==> config.mk <==
export PLATFORM = sky130hd
export DESIGN_NAME = spi_master_ring_buffer_cs_core
export DESIGN_NICKNAME = d
export VERILOG_FILES = /design/src/hw/rtl/smrb_pkg.sv /design/src/hw/rtl/spi_master_ring_buffer_cs_core.sv
export VERILOG_INCLUDE_DIRS = /design/src /design/src/hw/rtl
export SDC_FILE = /design/constraint.sdc
export NUM_CORES = 1
export LEC_CHECK = 0
export CAP_MARGIN = 20
export CORE_AREA = 2 2 151 153
export CTS_BUF_LIST = sky130_fd_sc_hd__clkbuf_8 sky130_fd_sc_hd__clkbuf_16
export CTS_CLUSTER_DIAMETER = 150
export DETAILED_ROUTE_END_ITERATION = 10
export DIE_AREA = 0 0 153 155
export DONT_BUFFER_PORTS = 1
export PLACE_DENSITY = 0.69
export SYNTH_ARGS = -nofsm -noshare
export SYNTH_HDL_FRONTEND = slang
export SYNTH_SLANG_ARGS = --single-unit
==> constraint.sdc <==
create_clock -name clk -period 2.2 [get_ports clk]
set_input_delay 0.11 -clock clk [delete_from_list [all_inputs] [get_ports clk]]
set_output_delay 0.11 -clock clk [all_outputs]
set_load 0.01 [all_outputs]
==> src/hw/rtl/spi_master_ring_buffer_cs_core_assert.svh <==
// Assertion macros for the SPI master ring buffer and chip-select core
`ifndef SPI_MASTER_RING_BUFFER_CS_CORE_ASSERT_SVH
`define SPI_MASTER_RING_BUFFER_CS_CORE_ASSERT_SVH

// Condition in the same cycle implies consequence in the same cycle
`define SMRB_ASSERT_SAME(label, ante, cons, msg) \
    label: assert property (@(posedge clk) disable iff (!rst_n) (ante) |-> (cons)) \
        else $error(msg);

// Condition in this cycle implies consequence in the next cycle
`define SMRB_ASSERT_NEXT(label, ante, cons, msg) \
    label: assert property (@(posedge clk) disable iff (!rst_n) (ante) |=> (cons)) \
        else $error(msg);

`endif

==> src/hw/rtl/smrb_pkg.sv <==
// Shared constants and types for the SPI master ring buffer and chip-select core
`default_nettype none

package smrb_pkg;

    localparam int BYTE_W       = 8;
    localparam int KIND_W       = 2;
    localparam int TX_DEPTH_DEF = 16;
    localparam int RX_DEPTH_DEF = 16;

    // Input word layout (tdata), lowest bit first
    localparam int IN_TX_BYTE_LSB  = 0;
    localparam int IN_RX_READY_BIT = 8;
    localparam int IN_RX_BYTE_LSB  = 9;
    localparam int IN_TX_READY_BIT = 17;
    localparam int S_TDATA_W       = 24;

    // Output word layout (tdata), lowest bit first
    localparam int OUT_WR_ACC_BIT    = 0;
    localparam int OUT_RD_VALID_BIT  = 1;
    localparam int OUT_RD_DATA_LSB   = 2;
    localparam int OUT_SND_VALID_BIT = 10;
    localparam int OUT_SND_DATA_LSB  = 11;
    localparam int OUT_DROP_BIT      = 19;
    localparam int OUT_CS_BIT        = 20;
    localparam int OUT_USED_W        = 21;
    localparam int M_TDATA_W         = 24;

    typedef enum logic [KIND_W-1:0] {
        KIND_PUSH    = 2'd0,
        KIND_READ    = 2'd1,
        KIND_SERVICE = 2'd2
    } kind_t;

endpackage

`default_nettype wire

==> src/hw/rtl/spi_master_ring_buffer_cs_core.sv <==
// SPI master transmit/receive ring buffers with chip-select control
//
//   channel  dir  tdata                                    tuser  tlast
//   s_*      in   tx_byte, rx_ready, rx_byte, tx_ready      kind   tx_last
//   m_*      out  write_accepted, read_valid, read_data,    -      -
//                 send_valid, send_data, rx_dropped,
//                 chip_select
//
// One word per cycle: each accepted word is resolved in the cycle it is taken
// and its result lands in the output register on that edge.
// Each ring is a one-write, one-read memory; the read register is refreshed
// every cycle from the next tail with write-through forwarding.
// Reset clears pointers, send enable (to 1) and chip select (to inactive);
// no clearing pass, ring contents stay as they are.
// A stalled output holds its word; s_tready drops only while it waits.
`default_nettype none
`include "spi_master_ring_buffer_cs_core_assert.svh"

module spi_master_ring_buffer_cs_core #(
    parameter int TX_DEPTH = smrb_pkg::TX_DEPTH_DEF,
    parameter int RX_DEPTH = smrb_pkg::RX_DEPTH_DEF
) (
    input  wire logic                           clk,
    input  wire logic                           rst_n,
    input  wire logic                           s_tvalid,
    output logic                                s_tready,
    // tx_byte[7:0], rx_ready[8], rx_byte[16:9], tx_ready[17], zero pad
    input  wire logic [smrb_pkg::S_TDATA_W-1:0] s_tdata,
    // kind[1:0]
    input  wire logic [smrb_pkg::KIND_W-1:0]    s_tuser,
    input  wire logic                           s_tlast,
    output logic                                m_tvalid,
    input  wire logic                           m_tready,
    // write_accepted[0], read_valid[1], read_data[9:2], send_valid[10],
    // send_data[18:11], rx_dropped[19], chip_select[20], zero pad
    output logic [smrb_pkg::M_TDATA_W-1:0]      m_tdata
);
    import smrb_pkg::*;

    localparam int TX_PW = (TX_DEPTH > 1) ? $clog2(TX_DEPTH) : 1;
    localparam int RX_PW = (RX_DEPTH > 1) ? $clog2(RX_DEPTH) : 1;
    localparam logic [TX_PW-1:0] TX_LAST_IDX = TX_PW'(TX_DEPTH - 1);
    localparam logic [RX_PW-1:0] RX_LAST_IDX = RX_PW'(RX_DEPTH - 1);

    // Ring storage and pointers
    logic [BYTE_W-1:0] tx_mem [TX_DEPTH];
    logic [BYTE_W-1:0] rx_mem [RX_DEPTH];
    logic [TX_PW-1:0]  tx_head_reg, tx_head_next, tx_tail_reg, tx_tail_next;
    logic [RX_PW-1:0]  rx_head_reg, rx_head_next, rx_tail_reg, rx_tail_next;
    logic [TX_PW-1:0]  tx_head_inc, tx_tail_inc;
    logic [RX_PW-1:0]  rx_head_inc, rx_tail_inc;
    logic [BYTE_W-1:0] tx_rd_reg, rx_rd_reg;

    logic send_en_reg, send_en_next;
    logic cs_reg, cs_next;

    logic                  m_tvalid_reg;
    logic [M_TDATA_W-1:0]  m_tdata_reg;

    // Decoded item and ring status
    logic              take;
    kind_t             kind;
    logic [BYTE_W-1:0] tx_byte, rx_byte;
    logic              rx_ready, tx_ready;
    logic              tx_empty, tx_full, rx_empty, rx_full;
    logic              tx_wr, tx_rd, rx_wr, rx_rd, rx_drop, send_stop;
    logic [M_TDATA_W-1:0] result;

    assign s_tready = !m_tvalid_reg || m_tready;
    assign take     = s_tvalid && s_tready;

    assign kind     = kind_t'(s_tuser);
    assign tx_byte  = s_tdata[IN_TX_BYTE_LSB +: BYTE_W];
    assign rx_ready = s_tdata[IN_RX_READY_BIT];
    assign rx_byte  = s_tdata[IN_RX_BYTE_LSB +: BYTE_W];
    assign tx_ready = s_tdata[IN_TX_READY_BIT];

    // Wrap pointers at the ring depth
    assign tx_head_inc = (tx_head_reg == TX_LAST_IDX) ? '0 : tx_head_reg + TX_PW'(1);
    assign tx_tail_inc = (tx_tail_reg == TX_LAST_IDX) ? '0 : tx_tail_reg + TX_PW'(1);
    assign rx_head_inc = (rx_head_reg == RX_LAST_IDX) ? '0 : rx_head_reg + RX_PW'(1);
    assign rx_tail_inc = (rx_tail_reg == RX_LAST_IDX) ? '0 : rx_tail_reg + RX_PW'(1);

    assign tx_empty = (tx_head_reg == tx_tail_reg);
    assign tx_full  = (tx_head_inc == tx_tail_reg);
    assign rx_empty = (rx_head_reg == rx_tail_reg);
    assign rx_full  = (rx_head_inc == rx_tail_reg);

    // Decide the ring actions for the word being taken
    always_comb
    begin
        tx_wr     = 1'b0;
        tx_rd     = 1'b0;
        rx_wr     = 1'b0;
        rx_rd     = 1'b0;
        rx_drop   = 1'b0;
        send_stop = 1'b0;
        send_en_next = send_en_reg;
        cs_next      = cs_reg;
        if (take)
        begin
            case (kind)
                KIND_PUSH:
                begin
                    cs_next = 1'b0;
                    tx_wr   = !tx_full;
                    if (s_tlast)
                    begin
                        send_en_next = 1'b1;
                    end
                end
                KIND_READ:
                begin
                    rx_rd = !rx_empty;
                end
                KIND_SERVICE:
                begin
                    rx_wr   = rx_ready && !rx_full;
                    rx_drop = rx_ready && rx_full;
                    if (tx_ready && send_en_reg)
                    begin
                        tx_rd     = !tx_empty;
                        send_stop = tx_empty;
                    end
                    if (send_stop)
                    begin
                        send_en_next = 1'b0;
                        cs_next      = 1'b1;
                    end
                end
                default:
                begin
                    cs_next = cs_reg;
                end
            endcase
        end
    end

    assign tx_head_next = tx_wr ? tx_head_inc : tx_head_reg;
    assign tx_tail_next = tx_rd ? tx_tail_inc : tx_tail_reg;
    assign rx_head_next = rx_wr ? rx_head_inc : rx_head_reg;
    assign rx_tail_next = rx_rd ? rx_tail_inc : rx_tail_reg;

    // Assemble the result word
    always_comb
    begin
        result = '0;
        result[OUT_WR_ACC_BIT]    = tx_wr;
        result[OUT_RD_VALID_BIT]  = rx_rd;
        result[OUT_RD_DATA_LSB +: BYTE_W]  = rx_rd ? rx_rd_reg : '0;
        result[OUT_SND_VALID_BIT] = tx_rd;
        result[OUT_SND_DATA_LSB +: BYTE_W] = tx_rd ? tx_rd_reg : '0;
        result[OUT_DROP_BIT]      = rx_drop;
        result[OUT_CS_BIT]        = cs_next;
    end

    // Hold pointers, enable and chip select
    always_ff @(posedge clk or negedge rst_n)
    begin
        if (!rst_n)
        begin
            tx_head_reg  <= '0;
            tx_tail_reg  <= '0;
            rx_head_reg  <= '0;
            rx_tail_reg  <= '0;
            send_en_reg  <= 1'b1;
            cs_reg       <= 1'b1;
            m_tvalid_reg <= 1'b0;
        end
        else
        begin
            tx_head_reg <= tx_head_next;
            tx_tail_reg <= tx_tail_next;
            rx_head_reg <= rx_head_next;
            rx_tail_reg <= rx_tail_next;
            send_en_reg <= send_en_next;
            cs_reg      <= cs_next;
            if (s_tready)
            begin
                m_tvalid_reg <= s_tvalid;
            end
        end
    end

    // Load the output word when the output stage is free
    always_ff @(posedge clk)
    begin
        if (take)
        begin
            m_tdata_reg <= result;
        end
    end

    // Write the rings
    always_ff @(posedge clk)
    begin
        if (tx_wr)
        begin
            tx_mem[tx_head_reg] <= tx_byte;
        end
        if (rx_wr)
        begin
            rx_mem[rx_head_reg] <= rx_byte;
        end
    end

    // Prefetch the byte at the next tail, forwarding a write to that slot
    always_ff @(posedge clk)
    begin
        if (tx_wr && (tx_head_reg == tx_tail_next))
        begin
            tx_rd_reg <= tx_byte;
        end
        else
        begin
            tx_rd_reg <= tx_mem[tx_tail_next];
        end
        if (rx_wr && (rx_head_reg == rx_tail_next))
        begin
            rx_rd_reg <= rx_byte;
        end
        else
        begin
            rx_rd_reg <= rx_mem[rx_tail_next];
        end
    end

    assign m_tvalid = m_tvalid_reg;
    assign m_tdata  = m_tdata_reg;

    // Checks on ring and chip-select behavior
    `SMRB_ASSERT_NEXT(a_tx_push_fills, tx_wr, !tx_empty, "tx ring empty after push")
    `SMRB_ASSERT_NEXT(a_rx_store_fills, rx_wr, !rx_empty, "rx ring empty after store")
    `SMRB_ASSERT_NEXT(a_stop_raises_cs, send_stop, cs_reg && !send_en_reg,
        "send stop did not raise chip select")
    `SMRB_ASSERT_SAME(a_no_take_on_stall, m_tvalid_reg && !m_tready, !take,
        "word taken while output stalled")

endmodule

`default_nettype wire

==> out/qor.txt, run 1 <==
Row count - 55
Total global-route track usage - 21.01%
Largest net degree at the start of global routing - 33
Root Buffer Master - clkbuf_16
Worst setup skew after layout - 7.046 ps
Largest stage delay on the critical path - 470 ps
CP required - 2630 ps
Port Buffers - 0
Clk_lat worst skew - 540 ps
Cell Area, Synth - 12150 um^2
Antenna Nets Post-Route - 0
R2R cell count - 7
Fraction of layout cells with a size suffix above 1 - 33.65%
Slowest CP cell - dfrtp_2
TritonCTS buffer count - 30
HP Class - input pin to register
Core Util, Final - 65.07%
Outcome - finished, violations left
Post-route cell area - 14460 um^2
Initial antenna violation count - 1
Commonest non-fill, non-tap cell in the layout - edfxtp_1
Clk slew on worst S/H paths - 60 ps
DRT iter0 DRCs - 604
DIE AREA - 23720 um^2
Crit share post-route - 101.0%
Least-Margin Pin Slew - 895.1 ps
Global placement routability congestion - 0.8779
Maximum VDD drop - 0.6778 mV
Vias post-DR - 6134
Htree depth - 1
TritonCTS clock tree - built
Ys Warns - 0
Total grt overflow - 0
Ys async rst share - 6.250%
Fin Setup TNS - -436.2 ps
Core footprint - 22230 um^2
Final total power - 16.35 mW
Path length in cells of the critical path - 7
Fmax - 449.8 MHz
Buf/Inv on CP - 2
Leak - 4.893 nW
Commonest non-fill, non-tap cells in the layout - 277 x edfxtp_1, 64 x mux4_2, 58 x buf_4, 31 x clkbuf_16
Slew Limit Headroom - 40.13%
Drt drc - 0
Final hold viol count - 0
Final-layout fill cell count - 1435
Routed len/inst - 24.31 um
Hold Crit Depth - 4
Post-synth EDFFs - 277
Setup ws final - -23.07 ps
Pre-antenna DRT Iters - 5
Worst path cell trace - inv_2, ha_4, xor2_1, or3_4, o21a_2, buf_4, mux2_4
Sink Count - 304
Max-Cap Viols - 0
Io pins - 57
Die Width - 153 um
Worst Path Max Fanout - 6
Sequential area share after synthesis - 73.71%
Vias/cell - 6.031
Minimum clock period - 2223 ps
Initial core utilization - 54.66%
Crit path DAT - 2650 ps
DP HPWL - 15560 um
Dpl cell area - 12820 um^2
Deepest clock path buffer count - 3
# setup viols final - 49
PwrDens - 1131 nW/um^2
Failing checks - negative setup slack
DRT Wirelength - 24720 um
Area Growth Syn to Fin - 19.04%
Mean Syn Cell Area - 19.72 um^2
Flop and latch count out of synthesis - 304
Unrepaired setup endpoints after global routing - yes
Final nets - 750
Final slew viol count - 0
Vias in the first global route - 6487
Most used flip-flop cell after synthesis - edfxtp_1
Die height - 155 um
Worst setup path category - register to register
CP Launch Type - register
Count of cell types in the netlist - 46
Multi-input gate area in the final layout - 3297 um^2
Top delay family on crit path - flip-flops
FF+latch area - 8964 um^2
Global-route wire length before repair - 38110 um
Syn Inst Count - 616
CP Capture Type - register
## cells in the mapped netlist (6+ instances only)
cell	n	area share [%]
nor2b_1	19	0.98
buf_2	6	0.25
xnor2_1	9	0.65
and3_1	32	1.6
mux2i_1	17	1.4
inv_1	13	0.40
xor2_1	11	0.79
dfxtp_1	8	1.3
dfrtp_1	17	3.5
edfxtp_1	277	68
nor2_1	7	0.22
buf_1	6	0.19
nand2_1	9	0.28
ha_1	11	1.1
a211oi_1	34	2.1
mux4_2	64	12
buf_4	8	0.49
clkbuf_1	13	0.40
## layer usage
| metal | GRT usage [%] | wire, um |
|---|---|---|
| met2 | 33.65 | 12140 |
| met5 | 0 | 0 |
| met3 | 3.872 | 1775 |
| met1 | 30.79 | 10430 |
| met4 | 4.806 | 379 |
## cell families (layout without fill, tap and decap cells)
kind of cell,after synthesis,in the layout,synth area share [%]
adder cells (fa/ha/maj),11,11,1.133
multiplexers,86,86,13.85
other,1,4,0.03086
AO/OA/AOI/OAI,54,55,3.316
flip-flops,304,304,73.71
buffers and inverters,53,165,2.276
AND/OR/NAND/NOR,87,87,4.243
XOR/XNOR,20,20,1.442
## area by class of cell
cell class | count | area share (%)
repair buffers | 97 | 6.185
inverters | 13 | 0.3374
clock inverters | 24 | 0.8651
diodes | 1 | 0.01730
well taps | 285 | 2.465
flip-flops and latches | 304 | 61.97
multi-input cells | 262 | 22.79
clock buffers | 31 | 5.363
## final timing paths
kind / startpoint / to / slack, ps
worst max-delay path: rx_head_reg[0] / rx_head_reg[1] / -20
worst min-delay path: s_tvalid / rx_head_reg[2] / 30
worst max register to register: rx_head_reg[0] / rx_head_reg[1] / -20
worst min register to register: rx_head_reg[1] / rx_head_reg[1] / 640
max in group asynchronous: rst_n / tx_head_reg[0] / 1450
min in group asynchronous: rst_n / rx_head_reg[2] / 140
## power by group
part	switching, mW	internal, mW	total (mW)
sequential	0.390	6.60	6.98
clock	2.00	2.64	4.63
combinational	2.23	2.50	4.73
## worst reg2reg max path, stage by stage (launching register included)
cell and delay [ps]:
dfrtp_2 470, inv_2 100, ha_4 200, xor2_1 140
or3_4 420, o21a_2 300, buf_4 180, mux2_4 290
## through the flow
stage	cells	hold WS, ps	worst slack, ps
5_1_grt	1016	74.41	-70.60
6_report	1017	26.42	-23.07
4_1_cts	1008	38.11	-69.03
2_1_floorplan	618	-185.6	-53.26
3_3_place_gp	918	-185.1	-156.4
3_5_place_dp	918	-185.0	-316.8
## repair_timing
action,CTS,global route
hold buffers,26,0
pin swaps,5,10
resized for setup,41,46
setup buffers,8,5
cloned,1,3
setup endpoints to repair,261,266
hold endpoints to repair,290,0
(Power assumes the default switching activity.)
==> inputs of run 2 (changes only) <==
--- a/config.mk
+++ b/config.mk
@@ -17,3 +17,4 @@
 export SYNTH_ARGS = -nofsm -noshare
 export SYNTH_HDL_FRONTEND = slang
 export SYNTH_SLANG_ARGS = --single-unit
+export TNS_END_PERCENT = 30
==> out/qor.txt, run 2 (synthesized netlist as in run 1, its figures left out) <==
Outcome - completed
TritonCTS clock tree - built
Clk_lat worst skew - 550 ps (about the same)
Fraction of layout cells with a size suffix above 1 - 33.15% (-0.50 points)
Final hold viol count - 0 (unchanged)
Final nets - 752 (+0.27%)
Area Growth Syn to Fin - 21.26%
Global-route wire length before repair - 36980 um (-2.9%)
Total grt overflow - 0 (unchanged)
Global placement routability congestion - 0.9171 (+4.5%)
Initial core utilization - 54.66% (unchanged)
Hold Crit Depth - 4 (unchanged)
Root Buffer Master - clkbuf_16
Worst Path Max Fanout - 8 (+2)
Pre-antenna DRT Iters - 4 (-1)
Non-Filler Instances - 1019 (+0.20%)
Row count - 55 (unchanged)
Clk slew on worst S/H paths - 60 ps (about the same)
Commonest non-fill, non-tap cell in the layout - edfxtp_1
Total global-route track usage - 20.46% (-0.54 points)
Clk pwr share - 33.0% (+4.7 points)
Final-layout fill cell count - 1413 (-1.5%)
Dpl cell area - 13070 um^2 (+1.9%)
Worst r2r src - rx_head_reg[0]
Max-Cap Viols - 0 (unchanged)
Htree depth - 1 (unchanged)
R2R cell count - 7 (unchanged)
Worst setup skew after layout - 14.01 ps (+6.964 ps)
Dpl cells - 927 (+0.98%)
P_int - 12.43 mW (+5.9%)
DRT Wirelength - 24180 um (-2.2%)
Vias post-DR - 6180 (+0.75%)
Die Width - 153 um (unchanged)
Vias/cell - 6.065 (+0.55%)
Hold endpoint - cs_reg
Drt drc - 0 (unchanged)
Maximum VDD drop - 0.9218 mV (+36%)
Dpl ws - -256.3 ps (+60.51 ps)
Vias in the first global route - 6308 (-2.8%)
Routed len/inst - 23.73 um (-2.4%)
Fmax - 456.1 MHz (+1.4%)
CP required - 2510 ps (-120 ps)
Die height - 155 um (unchanged)
Io pins - 57 (unchanged)
DP HPWL - 15270 um (-1.9%)
Commonest non-fill, non-tap cells in the layout - 277 x edfxtp_1, 64 x mux4_2, 49 x buf_4, 32 x a211oi_1, 31 x clkbuf_16
Minimum clock period - 2192 ps (-30.76 ps)
CP Launch Type - register
DRT iter0 DRCs - 481 (-20%)
Setup ws final - 7.697 ps (+30.76 ps)
Antenna Nets Post-Route - 0 (unchanged)
Sequential power share - 41.2% (-1.5 points)
Post-route cell area - 14730 um^2 (+1.9%)
Leak - 5.041 nW (+3.0%)
Crit path DAT - 2500 ps (-150 ps)
Part of the power in combinational logic - 25.8% (-3.1 points)
Deepest clock path buffer count - 3 (unchanged)
Sw frac - 26.57% (-1.7 points)
HP Start - s_tdata[17]
CP Capture Type - register
Sink Count - 304 (unchanged)
TritonCTS buffer count - 30 (unchanged)
DIE AREA - 23720 um^2 (unchanged)
Least-Margin Pin Slew - 905.9 ps (+10.70 ps)
Largest net degree at the start of global routing - 33 (unchanged)
PwrDens - 1148 nW/um^2 (+1.6%)
Sw Pwr - 4.495 mW (-2.7%)
Crit share post-route - 99.65% (-1.4 points)
Worst setup path category - register to register
Worst R2R Setup Slack - 8 ps (+30 ps)
Slew Limit Headroom - 39.41% (-0.72 points)
Port Buffers - 0 (unchanged)
Final slew viol count - 0 (unchanged)
Unrepaired setup endpoints after global routing - yes
End of the worst register-to-register path - rx_mem[12][5]
HP Class - input pin to register
Core footprint - 22230 um^2 (unchanged)
Initial antenna violation count - 1 (unchanged)
# setup viols final - 0 (-100%)
==> run 2: stage by stage <==
step                      power (mW)  TNS, ps  utilization (%)  hold WS (ps)
after global placement         10.77   -15000            58.80        -185.1
after floorplan                9.646    -5377                -        -185.6
after CTS                      16.70   -375.3            65.47         27.73
final                          16.92        0            66.29         42.00
after detailed placement       10.85   -27040            58.80        -185.0
after global routing           17.59   -10400            66.29         73.63
==> run 2: worst max-delay path by stage <==
stage	start	endpoint	slack (ps)	cells after the start
after global routing	tx_head_reg[0]	tx_mem[10][6]	-80	8
after global placement	rx_head_reg[0]	rx_mem[15][4]	-160	7
after floorplan	tx_head_reg[0]	tx_mem[1][0]	-50	7
after detailed placement	rx_head_reg[0]	rx_mem[5][6]	-260	6
after CTS	rx_head_reg[0]	rx_mem[5][1]	-20	7
final	rx_head_reg[0]	rx_mem[12][5]	8	7
==> run 2: what timing repair did <==
| action | CTS | global route |
|---|---|---|
| hold buffers | 26 | 0 |
| gates resized for setup | 21 | 31 |
| setup endpoints to repair | 262 | 266 |
| endpoints found under the hold margin | 290 | 0 |
| cloned | 1 | 1 |
| buffers inserted | 4 | 4 |
| pin swaps | 0 | 10 |
==> run 2: metal layers <==
metal / vias up / routed length, um / track usage [%]
met3: 46 / 1788 / 3.677
li1: 2685 / - / -
met4: 0 / 462 / 4.541
met5: - / 0 / 0
met1: 3186 / 10600 / 30.53
met2: 263 / 11330 / 32.33
==> run 2: worst max-delay path, stage by stage (launching register included) <==
cell,delay (ps)
dfrtp_2,470
inv_2,110
ha_4,210
xor2_2,140
or3_4,380
o21a_4,280
buf_6,140
and3_4,210
==> run 2: final cells by class <==
class / instances / area, um^2 / share of cell area [%]
Clock buffer: 35 / 830.8 / 5.639
Timing Repair Buffer: 99 / 1079 / 7.320
Sequential cell: 304 / 8964 / 60.84
Clock inverter: 20 / 276.5 / 1.877
Antenna cell: 1 / 2.502 / 0.01698
Tap cell: 285 / 356.6 / 2.420
Inverter: 13 / 48.80 / 0.3312
Multi-Input combinational cell: 262 / 3177 / 21.56
==> run 2: power by group through the flow <==
stage	logic (mW)	registers (mW)	clock network, mW
2_1_floorplan	2.77	6.88	0
5_1_grt	4.72	7.00	5.87
3_5_place_dp	3.80	7.05	0
4_1_cts	4.11	6.93	5.67
6_report	4.37	6.97	5.58
3_3_place_gp	3.74	7.02	0
